--- src/hw/rtl/pop3_response_deframer_defines.svh ---
// ----------------------------------------------------------------------------
// pop3 response deframer assertion macros
// shared check helpers for the deframer rtl
// ----------------------------------------------------------------------------
`ifndef POP3_RESPONSE_DEFRAMER_DEFINES_SVH
`define POP3_RESPONSE_DEFRAMER_DEFINES_SVH

// condition must hold at every clock edge outside reset
`define P3D_ASSERT_ALWAYS(lbl, clk, rst_n, cond, msg) \
  lbl: assert property (@(posedge clk) disable iff (!rst_n) (cond)) \
    else $error(msg);

// antecedent implies consequent in the following cycle
`define P3D_ASSERT_NEXT(lbl, clk, rst_n, ante, cons, msg) \
  lbl: assert property (@(posedge clk) disable iff (!rst_n) (ante) |=> (cons)) \
    else $error(msg);

`endif

--- src/hw/rtl/pop3_df_pkg.sv ---
// ----------------------------------------------------------------------------
// pop3 deframer package
// character codes, terminator tables, result item type and status decode
// ----------------------------------------------------------------------------
`default_nettype none

package pop3_df_pkg;

  typedef enum logic [1:0] {
    STATUS_OK    = 2'd0,
    STATUS_READY = 2'd1,
    STATUS_ERR   = 2'd2
  } status_e;

  localparam logic [7:0] CHR_TAB   = 8'h09;
  localparam logic [7:0] CHR_LF    = 8'h0A;
  localparam logic [7:0] CHR_CR    = 8'h0D;
  localparam logic [7:0] CHR_SPACE = 8'h20;
  localparam logic [7:0] CHR_PLUS  = 8'h2B;
  localparam logic [7:0] CHR_MINUS = 8'h2D;
  localparam logic [7:0] CHR_DOT   = 8'h2E;
  localparam logic [7:0] CHR_UC_O  = 8'h4F;
  localparam logic [7:0] CHR_LC_O  = 8'h6F;
  localparam logic [7:0] CHR_UC_K  = 8'h4B;
  localparam logic [7:0] CHR_LC_K  = 8'h6B;

  localparam int NUM_TERMS = 4;
  localparam int MAX_ITEMS = 5;
  localparam int HOLD_DEPTH = 4;

  // 0,1 multi-line terminators; 2,3 single-line terminators
  localparam logic [2:0] TERM_LEN [NUM_TERMS] = '{3'd5, 3'd3, 3'd2, 3'd1};
  localparam logic [7:0] TERM_BYTE [NUM_TERMS][MAX_ITEMS] = '{
    '{CHR_CR, CHR_LF, CHR_DOT, CHR_CR, CHR_LF},
    '{CHR_LF, CHR_DOT, CHR_LF, 8'h00, 8'h00},
    '{CHR_CR, CHR_LF, 8'h00, 8'h00, 8'h00},
    '{CHR_LF, 8'h00, 8'h00, 8'h00, 8'h00}
  };

  typedef struct packed {
    logic [7:0] data;
    logic       status_line;
    logic       done;
    logic [1:0] status;
  } item_t;

  function automatic status_e status_code(input logic [7:0] s0, input logic [7:0] s1,
                                          input logic [7:0] s2, input logic [2:0] cnt);
    status_e res;
    res = STATUS_ERR;
    if (cnt >= 3'd2 && s0 == CHR_PLUS && (s1 == CHR_SPACE || s1 == CHR_TAB)) begin
      res = STATUS_READY;
    end else if (cnt >= 3'd3 && s0 == CHR_PLUS && (s1 == CHR_UC_O || s1 == CHR_LC_O) &&
                 (s2 == CHR_UC_K || s2 == CHR_LC_K)) begin
      res = STATUS_OK;
    end
    return res;
  endfunction

endpackage

`default_nettype wire

--- src/hw/rtl/pop3_response_deframer.sv ---
// a beat taken into the input register passes its first result through the pending buffer to the output register
// throughput: one input beat per cycle while each beat releases at most one result and the output is not stalled
// a beat releasing m results (up to five) holds them in the pending buffer, input stalls until the last one pops
// held-back beats and beats after done give no result
// reset: asynchronous active low, clears all framing state as for a new single-line response
// ----------------------------------------------------------------------------
// pop3 response deframer
// status classification, dot unstuffing and terminator removal, one byte a beat
// ----------------------------------------------------------------------------
`default_nettype none
`include "pop3_response_deframer_defines.svh"

module pop3_response_deframer (
  input  wire logic       clk_i,
  input  wire logic       rst_ni,
  input  wire logic       in_valid_i,
  output logic            in_stall_o,
  input  wire logic [7:0] rx_byte_i,
  input  wire logic       start_of_response_i,
  input  wire logic       multi_line_i,
  output logic            out_valid_o,
  input  wire logic       out_stall_i,
  output logic [7:0]      out_byte_o,
  output logic            byte_valid_o,
  output logic            in_status_line_o,
  output logic            done_res_o,
  output logic [1:0]      status_o
);

  // input register
  logic       in_vld_q;
  logic [7:0] in_byte_q;
  logic       in_sor_q;
  logic       in_ml_q;

  // framing state
  logic [7:0] hold_q [4];
  logic [7:0] hold_d [4];
  logic [2:0] hold_cnt_q, hold_cnt_d;
  logic [1:0] line_pos_q, line_pos_d;
  logic       dot_dropped_q, dot_dropped_d;
  logic [7:0] stat_q [3];
  logic [7:0] stat_d [3];
  logic [2:0] byte_cnt_q, byte_cnt_d;
  logic       mode_multi_q, mode_multi_d;
  logic       first_line_q, first_line_d;
  logic       finished_q, finished_d;

  // pending results and output register
  pop3_df_pkg::item_t pend_q [5];
  pop3_df_pkg::item_t step_items [5];
  logic [2:0]         pend_cnt_q;
  logic [2:0]         step_cnt;
  logic               step_hit;
  logic               live;
  logic               proc;
  logic               pend_pop;
  logic               out_free;
  logic               in_accept;
  logic               out_vld_q;
  pop3_df_pkg::item_t out_q;

  assign live      = in_sor_q || !finished_q;
  assign out_free  = !out_vld_q || !out_stall_i;
  assign pend_pop  = (pend_cnt_q != 3'd0) && out_free;
  assign proc      = in_vld_q && ((pend_cnt_q == 3'd0) || ((pend_cnt_q == 3'd1) && pend_pop));
  assign in_stall_o = in_vld_q && !proc;
  assign in_accept = in_valid_i && !in_stall_o;

  // one step of the framer on the registered beat
  always_comb begin
    logic [2:0] hc;
    logic [1:0] lp;
    logic       dd;
    logic       fl;
    logic       mm;
    logic [2:0] bc;
    logic [7:0] tail [5];
    logic [7:0] seq [5];
    logic [2:0] idx;
    logic [2:0] n;
    logic [3:0] en;
    logic       ok;
    logic       any;
    logic [2:0] hit_len;
    logic [2:0] keep;
    logic [2:0] rel;
    logic [2:0] cnt;
    logic [7:0] rb;
    pop3_df_pkg::item_t it;

    rb = 8'h00;
    it = '0;

    if (in_sor_q) begin
      hc = 3'd0;
      lp = 2'd0;
      dd = 1'b0;
      fl = 1'b1;
      mm = in_ml_q;
      bc = 3'd0;
      for (int i = 0; i < 3; i++) stat_d[i] = 8'h00;
    end else begin
      hc = hold_cnt_q;
      lp = line_pos_q;
      dd = dot_dropped_q;
      fl = first_line_q;
      mm = mode_multi_q;
      bc = byte_cnt_q;
      for (int i = 0; i < 3; i++) stat_d[i] = stat_q[i];
    end

    if (bc < 3'd3) stat_d[bc[1:0]] = in_byte_q;
    byte_cnt_d = (bc < 3'd4) ? bc + 3'd1 : bc;

    // tail[k] is the k-th byte back from the newest one
    tail[0] = in_byte_q;
    for (int k = 1; k < 5; k++) begin
      idx = hc - 3'(k);
      tail[k] = (3'(k) <= hc) ? hold_q[idx[1:0]] : 8'h00;
    end
    for (int i = 0; i < 4; i++) seq[i] = (3'(i) < hc) ? hold_q[i] : in_byte_q;
    seq[4] = in_byte_q;
    n = hc + 3'd1;

    if (mm) begin
      en[0] = 1'b1;
      en[1] = 1'b1;
      en[2] = (stat_d[0] == pop3_df_pkg::CHR_MINUS) && (byte_cnt_d >= 3'd4);
      en[3] = en[2];
    end else begin
      en = 4'b1100;
    end

    // earliest table entry wins
    step_hit = 1'b0;
    hit_len  = 3'd0;
    for (int t = pop3_df_pkg::NUM_TERMS - 1; t >= 0; t--) begin
      ok = en[t] && (n >= pop3_df_pkg::TERM_LEN[t]);
      for (int j = 0; j < 5; j++) begin
        if (j < int'(pop3_df_pkg::TERM_LEN[t])) begin
          if (tail[int'(pop3_df_pkg::TERM_LEN[t]) - 1 - j] != pop3_df_pkg::TERM_BYTE[t][j]) begin
            ok = 1'b0;
          end
        end
      end
      if (ok) begin
        step_hit = 1'b1;
        hit_len  = pop3_df_pkg::TERM_LEN[t];
      end
    end

    // longest tail that could still grow into a terminator
    keep = 3'd0;
    for (int k = 1; k <= pop3_df_pkg::HOLD_DEPTH; k++) begin
      any = 1'b0;
      for (int t = 0; t < pop3_df_pkg::NUM_TERMS; t++) begin
        ok = en[t] && (pop3_df_pkg::TERM_LEN[t] > 3'(k)) && (3'(k) <= n);
        for (int j = 0; j < k; j++) begin
          if (tail[k - 1 - j] != pop3_df_pkg::TERM_BYTE[t][j]) ok = 1'b0;
        end
        if (ok) any = 1'b1;
      end
      if (any) keep = 3'(k);
    end

    rel = step_hit ? n - hit_len : n - keep;

    for (int i = 0; i < 5; i++) step_items[i] = '0;
    cnt = 3'd0;
    for (int i = 0; i < 5; i++) begin
      if (3'(i) < rel) begin
        rb = seq[i];
        if (!fl && lp == 2'd1 && rb == pop3_df_pkg::CHR_DOT && !dd) begin
          // stuffed dot dropped, at most once per line
          dd = 1'b1;
          lp = 2'd2;
        end else begin
          it             = '0;
          it.data        = rb;
          it.status_line = fl;
          step_items[cnt] = it;
          cnt = cnt + 3'd1;
          if (rb == pop3_df_pkg::CHR_LF) begin
            lp = 2'd0;
            dd = 1'b0;
            fl = 1'b0;
          end else if (lp == 2'd0 && rb == pop3_df_pkg::CHR_DOT) begin
            lp = 2'd1;
          end else begin
            lp = 2'd2;
          end
        end
      end
    end
    if (step_hit) begin
      it        = '0;
      it.done   = 1'b1;
      it.status = pop3_df_pkg::status_code(stat_d[0], stat_d[1], stat_d[2], byte_cnt_d);
      step_items[cnt] = it;
      cnt = cnt + 3'd1;
    end
    step_cnt = live ? cnt : 3'd0;

    line_pos_d    = lp;
    dot_dropped_d = dd;
    first_line_d  = fl;
    mode_multi_d  = mm;
    finished_d    = step_hit;
    hold_cnt_d    = step_hit ? 3'd0 : keep;
    for (int i = 0; i < 4; i++) begin
      idx = keep - 3'd1 - 3'(i);
      hold_d[i] = (3'(i) < keep) ? tail[idx] : hold_q[i];
    end
  end

  always_ff @(posedge clk_i or negedge rst_ni) begin
    if (!rst_ni) begin
      in_vld_q <= 1'b0;
    end else if (in_accept) begin
      in_vld_q <= 1'b1;
    end else if (proc) begin
      in_vld_q <= 1'b0;
    end
  end

  always_ff @(posedge clk_i) begin
    if (in_accept) begin
      in_byte_q <= rx_byte_i;
      in_sor_q  <= start_of_response_i;
      in_ml_q   <= multi_line_i;
    end
  end

  always_ff @(posedge clk_i or negedge rst_ni) begin
    if (!rst_ni) begin
      for (int i = 0; i < 4; i++) hold_q[i] <= 8'h00;
      for (int i = 0; i < 3; i++) stat_q[i] <= 8'h00;
      hold_cnt_q    <= 3'd0;
      line_pos_q    <= 2'd0;
      dot_dropped_q <= 1'b0;
      byte_cnt_q    <= 3'd0;
      mode_multi_q  <= 1'b0;
      first_line_q  <= 1'b1;
      finished_q    <= 1'b0;
    end else if (proc && live) begin
      for (int i = 0; i < 4; i++) hold_q[i] <= hold_d[i];
      for (int i = 0; i < 3; i++) stat_q[i] <= stat_d[i];
      hold_cnt_q    <= hold_cnt_d;
      line_pos_q    <= line_pos_d;
      dot_dropped_q <= dot_dropped_d;
      byte_cnt_q    <= byte_cnt_d;
      mode_multi_q  <= mode_multi_d;
      first_line_q  <= first_line_d;
      finished_q    <= finished_d;
    end
  end

  // pending results, shifted down one per beat out
  always_ff @(posedge clk_i or negedge rst_ni) begin
    if (!rst_ni) begin
      pend_cnt_q <= 3'd0;
    end else if (proc) begin
      pend_cnt_q <= step_cnt;
    end else if (pend_pop) begin
      pend_cnt_q <= pend_cnt_q - 3'd1;
    end
  end

  always_ff @(posedge clk_i) begin
    if (proc) begin
      for (int i = 0; i < 5; i++) pend_q[i] <= step_items[i];
    end else if (pend_pop) begin
      for (int i = 0; i < 4; i++) pend_q[i] <= pend_q[i + 1];
    end
  end

  always_ff @(posedge clk_i or negedge rst_ni) begin
    if (!rst_ni) begin
      out_vld_q <= 1'b0;
    end else if (out_free) begin
      out_vld_q <= (pend_cnt_q != 3'd0);
    end
  end

  always_ff @(posedge clk_i) begin
    if (pend_pop) begin
      out_q <= pend_q[0];
    end
  end

  assign out_valid_o      = out_vld_q;
  assign out_byte_o       = out_q.data;
  assign byte_valid_o     = !out_q.done;
  assign in_status_line_o = out_q.status_line;
  assign done_res_o       = out_q.done;
  assign status_o         = out_q.status;

  `P3D_ASSERT_ALWAYS(a_pend_bound, clk_i, rst_ni, pend_cnt_q <= 3'd5, "pending count overflow")
  `P3D_ASSERT_ALWAYS(a_hold_bound, clk_i, rst_ni, hold_cnt_q <= 3'd4, "hold count overflow")
  `P3D_ASSERT_ALWAYS(a_done_empty, clk_i, rst_ni, !finished_q || hold_cnt_q == 3'd0,
                     "bytes held after done")
  `P3D_ASSERT_NEXT(a_hit_finish, clk_i, rst_ni, proc && live && step_hit, finished_q,
                   "terminator did not finish response")

endmodule

`default_nettype wire

--- config.mk ---
export PLATFORM = sky130hd
export DESIGN_NAME = pop3_response_deframer
export DESIGN_NICKNAME = d
export VERILOG_FILES = /design/src/hw/rtl/pop3_df_pkg.sv /design/src/hw/rtl/pop3_response_deframer.sv
export VERILOG_INCLUDE_DIRS = /design/src /design/src/hw/rtl
export SDC_FILE = /design/constraint.sdc
export NUM_CORES = 1
export LEC_CHECK = 0
export BUFFER_PORTS_ARGS = -buffer_cell sky130_fd_sc_hd__buf_2
export CAP_MARGIN = 20
export CORE_MARGIN = 2
export CORE_UTILIZATION = 55
export CTS_BUF_LIST = sky130_fd_sc_hd__clkbuf_16
export DETAILED_ROUTE_END_ITERATION = 10
export PLACE_DENSITY = 0.76
export SYNTH_ARGS = -nofsm -noshare
export SYNTH_HDL_FRONTEND = slang
export SYNTH_SLANG_ARGS = --single-unit
--- constraint.sdc ---
create_clock -name clk_i -period 10.75 [get_ports clk_i]
set_clock_uncertainty 0.2 [all_clocks]
set_input_delay 0 -clock clk_i [delete_from_list [all_inputs] [get_ports clk_i]]
set_output_delay 0 -clock clk_i [all_outputs]
set_load 0.02 [all_outputs]
=== Yosys cells after proc, flatten, opt, wreduce, memory -nomap -nowiden ===
Memory sizes are Yosys's and may differ from the RTL's. A register that Yosys moved wholly into a read port is not among the register bits.
Cells that the tools add are included.
W data, S select, Z words.

* Add/subtract/negate cells: 18
* $lt $le $gt $ge: 50
* Equal/unequal tests: 36
* Multiplexer cells: 195
* Bitwise operators: 18
* Reductions and logical operators: 84

{| class="wikitable"
|+ Operators by type and width
! cell !! count
|-
| $mux W60 || 9
|-
| $bwmux W60 || 5
|-
| $mux W8 || 25
|-
| $demux W12 S3 || 5
|-
| $mux W12 || 11
|-
| $bmux W8 S3 || 4
|-
| $mux W1 || 80
|-
| $ne A8 B4 Y1 const B || 9
|-
| $bmux W8 S2 || 4
|-
| $eq A8 B6 Y1 const B || 8
|-
| $mux W3 || 20
|-
| $mux W2 || 27
|-
| $logic_and A1 B1 Y1 || 49
|-
| $eq A8 B4 Y1 const B || 6
|-
| $mux W24 || 2
|-
| $ge A4 B4 Y1 const B || 9
|-
| $not A3 Y4 || 9
|-
| $eq A8 B7 Y1 const B || 4
|-
| $bwmux W24 || 1
|-
| $ne A8 B6 Y1 const B || 3
|-
| $add A3 B1 Y3 const B || 7
|-
| $ge A3 B3 Y1 const B || 7
|-
| $lt A4 B1 Y1 const B || 5
|-
| $lt A1 B3 Y1 const A || 6
|-
| 28 further kinds || 86
|}

* Register bits: 83
* RAM bits: 60
* Output and inout bits: 15
* Memories: 1

{| class="wikitable"
|+ Memory list
! name !! words !! width !! rd ports !! clocked after memory_dff !! write ports !! RTL line !! RTL
|-
| pend_q || 5 || 12 || 5 || 1 || 5 || pop3_response_deframer.sv:50 || <nowiki>pop3_df_pkg::item_t pend_q [5];</nowiki>
|}

=== Longest topological paths before layout ===
* Word-level depth: 56
* Gate-level depth with buffers: 42

=== Worst setup path before layout ===
Ideal clock, no wire load.

* Path type: register to register
* Start point: reg hold_cnt_q[0]
* End point: mem pend_q[2][2] (netlist bit) (data pin)
* Library setup time: 0.260 ns
* Arrival: 8.854 ns
* Data required time: 10.290 ns
* Path slack: 1.437 ns
* Cell stages (with the launch flop): 41
* Path buffers: 4
* Clock period less this slack: 9.313 ns
* Path through: dfrtp_1 buf_4 nand2b_4 clkbuf_1 ha_1 buf_6 or4b_2 a211oi_2 nor2_1 or3_1 nor3_1 o21ai_1 a41o_1 o21ai_1 o21ai_0 a21o_1 ha_1 fa_1 [... 5 more ...] inv_1 ha_1 mux2_4 ha_1 inv_1 mux2i_1 inv_1 ha_1 a21oi_1 nor2_2 ha_1 inv_1 xnor3_1 nand4_1 o21ai_1 and2_1 buf_2 mux2_2

{| class="wikitable"
|+ RTL lines
! item !! RTL line !! RTL
|-
| start: declaration || pop3_response_deframer.sv:39 || <nowiki>logic [2:0] hold_cnt_q, hold_cnt_d;</nowiki>
|-
| start signal: assignment || pop3_response_deframer.sv:249 || <nowiki>hold_cnt_q <= hold_cnt_d;</nowiki>
|-
| end: declaration || pop3_response_deframer.sv:50 ||
|}

==> results by group <==
Run status
  – Outcome: finished clean

Global route
  – First-pass GRT wire length: 57,500 µm
  – Vias in the first global route: just over 10,000
  – Largest net degree at the start of global routing: between 70 and 80
  – Tot GR Track Use: 0.347
  – Initial antenna violation count: 1
  – Grt ovf: 0

Timing
  – Worst setup margin: roughly 550 ps
  – Slew Limit Fails: 0
  – RSZ-0062 raised after global routing: false
  – Number of failing hold endpoints at the final stage: 0
  – Final period util: 0.949
  – Worst slew pin tran: around 1100 ps
  – Slew Limit Headroom: 0.238
  – Fmax achieved: roughly 98 MHz
  – Final setup vio count: 0
  – Fin crit period: 10,200 ps
  – Post-route setup TNS: 0 ps

Placed design
  – GP Congestion: 1.06
  – Post-DP HPWL: between 20,000 and 30,000 µm
  – Buffers on Ports: 28
  – Dpl cell area: 11,800 µm²
  – Placed cells: around 1,500
  – Setup WS pre-CTS: around 280 ps

Die
  – Placement Rows: 52
  – Die area: approximately 22,000 µm²
  – Die width: 148 µm
  – DIE HEIGHT: roughly 150 µm
  – Initial Util: 0.561
  – I/O Pins: 29
  – Core area: 20,300 µm²

Power and ir drop
  – Peak VDD IR: around 0.15 mV
  – Leakage: about 4.8 nW
  – Power Density: between 150 and 200 nW/µm²

Route
  – Drt total wl: ~38,000 µm
  – Vias post-DR: 10,800
  – Antenna-violating nets left: 0
  – TritonRoute pass-1 iters: 8
  – DRC errors left: 0
  – Drt wl/cell: 24.3 µm
  – Drt initial violations: between 1,000 and 1,500
  – Mean number of vias per cell: between 6 and 7

Finish
  – Commonest non-fill, non-tap cell in the layout: nand2_1
  – Final net count: roughly 1,300
  – Most frequent cells in the layout: 163 x nand2_1, 109 x nor2_1, 82 x edfxtp_1
  – Fillers: approximately 1,700
  – Non-Filler Instances: approximately 1,600
  – Util after Layout: 0.618
  – Post-route cell area: roughly 13,000 µm²
  – Layout cells sized above 1: 0.160
  – Layout area overhead: 10.2%

Clocking
  – Max Root-Sink Buffers: 2
  – Clock sinks: between 150 and 200
  – Depth of the CTS H-tree: 4
  – CTS Buf Count: 17
  – CTS tree: done
  – CTS root buffer: clkbuf_16
  – Clk Latency, worst-skew pair: around 440 ps
  – Clk pin slew, worst setup/hold paths: around 80 ps

Synth
  – Async S/R FF share, synth: 0.468
  – Synthesized cell area: between 10,000 and 15,000 µm²
  – FF+latch count, synth: 154
  – Dominant cells by area after synthesis: edfxtp_1 22%, dfrtp_1 16%, nand2_1 5.4%, mux2i_1 4.6%, nor2_1 3.6%
  – Area leader, netlist: edfxtp_1
  – Synth Net Count: approximately 1,300
  – Cell variety after synth: 91
  – Top-area cell type share of the netlist area: 0.216
  – Synth warn: 0
  – Sequential share of the synthesized area: 0.374
  – Mapped Cells: 1,267
  – Post-synthesis area per instance: ~9 µm²
  – EDFF count, synth: 82
  – Post-synth top flop: edfxtp_1

Setup path
  – Crit path kind: flip-flop to flip-flop
  – Worst endpoint required time: approximately 11,000 ps
  – Crit-path most repeated cell: ha_1
  – CP peak stage delay: roughly 670 ps
  – Crit path DAT: 10,150 ps
  – Critical-path top delay cell: or4b_2
  – Startpoint class of the critical path: flip-flop
  – Critical path peak fanout: 15
  – CP Capture Type: flip-flop

Run
  – MaxCap Viol Count: 0

Worst hold path
  – HP Class: input port to async pin
report_power, final:
part           total, mW  internal (mW)  switching, mW
Combinational      0.859          0.283          0.576
Sequential          1.03          0.905          0.121
Clock              0.602          0.320          0.283
cells in the mapped netlist, drive strengths merged (13+ instances only):
| cell | count |
|---|---|
| mux2 | 33 |
| or2 | 14 |
| nor2 | 110 |
| nor2b | 13 |
| o211ai | 19 |
| buf | 21 |
| ha | 16 |
| o21ai | 84 |
| dfrtp | 71 |
| and2 | 27 |
| nand3 | 30 |
| clkbuf | 65 |
| edfxtp | 82 |
| a211oi | 13 |
| inv | 31 |
| a22o | 16 |
| a21oi | 73 |
| mux4 | 18 |
| nand2 | 163 |
| o221ai | 13 |
| nand4 | 16 |
| nor3b | 14 |
| and3 | 14 |
| o31ai | 29 |
| nor3 | 36 |
| nand2b | 23 |
| mux2i | 52 |
metrics by stage:
step / power, mW / hold slack, ps
floorplan: 1.56 / -496
global route: 2.60 / 64.6
CTS: 2.46 / 50.8
detailed placement: 1.85 / -21.9
global placement: 1.83 / -23.9
finish: 2.49 / 43.5
layer usage:
| layer | routed length [µm] | track usage | up-vias |
|---|---|---|---|
| li1 | - | - | 4748 |
| met1 | 15200 | 0.480 | 5179 |
| met2 | 16600 | 0.514 | 713 |
| met3 | 4450 | 0.0966 | 151 |
| met4 | 1710 | 0.153 | 0 |
| met5 | 0 | 0 | - |
final timing paths:
check / startpoint / cells past startpoint / endpoint / slack [ps]
setup / recovery: hold_cnt_q[1] / 38 / pend_q[4][8] / 550
hold / removal: rst_ni / 2 / hold_q[21] / 40
setup reg to reg: hold_cnt_q[1] / 38 / pend_q[4][8] / 550
hold reg to reg: pend_q[0][2] / 0 / done_res_o / 220
max in group asynchronous: rst_ni / 2 / hold_cnt_q[1] / 9610
min in group clk_i: rx_byte_i[1] / 2 / in_byte_q[1] / 60
registers in the layout (all words and copies together) (netlist names):
register          count
finished_q            1
first_line_q          1
hold_cnt_q            3
mode_multi_q          1
in_vld_q              1
hold_q               32
done_res_o            1
in_status_line_o      1
byte_cnt_q            3
in_ml_q               1
status_o              2
pend_cnt_q            3
line_pos_q            2
in_sor_q              1
pend_q               60
stat_q               23
dot_dropped_q         1
out_byte_o            8
in_byte_q             8
out_valid_o           1
final cells by class:
type,count,area [µm²],area share
multi-input cells,996,6680,0.532
flip-flops and latches,154,4270,0.340
repair buffers,77,562,0.0448
clock buffers,18,450,0.0359
well taps,270,338,0.0269
clock inverters,14,125,0.00997
inverters,31,124,0.00987
diodes,2,5.00,0.000399
timing repair:
item / 4_1_cts / 5_1_grt
setup buffers: 0 / 2
resized for setup: 0 / 6
hold buffers: 14 / 0
setup endpoints to repair: 0 / 59
endpoints found under the hold margin: 95 / 0
cells by family after synthesis:
| kind of cell | after synthesis | share of synthesized area |
|---|---|---|
| xor+xnor | 15 | 0.0160 |
| flops | 154 | 0.374 |
| simple gates | 531 | 0.242 |
| fa+ha+maj | 17 | 0.0193 |
| compound gates | 330 | 0.191 |
| mux | 103 | 0.115 |
| buf+inv | 117 | 0.0429 |
critical path: cells and delay by family, from the launching register on:
family / cells / cell delay, ps
and+or+nand+nor: 13 / 3590
adders and majority gates: 7 / 2180
AOI/OAI and AO/OA: 8 / 1680
buffers and inverters: 7 / 980
DFF: 1 / 550
muxes: 2 / 490
xor gates and xnor gates: 1 / 220
(Power assumes the default switching activity.)
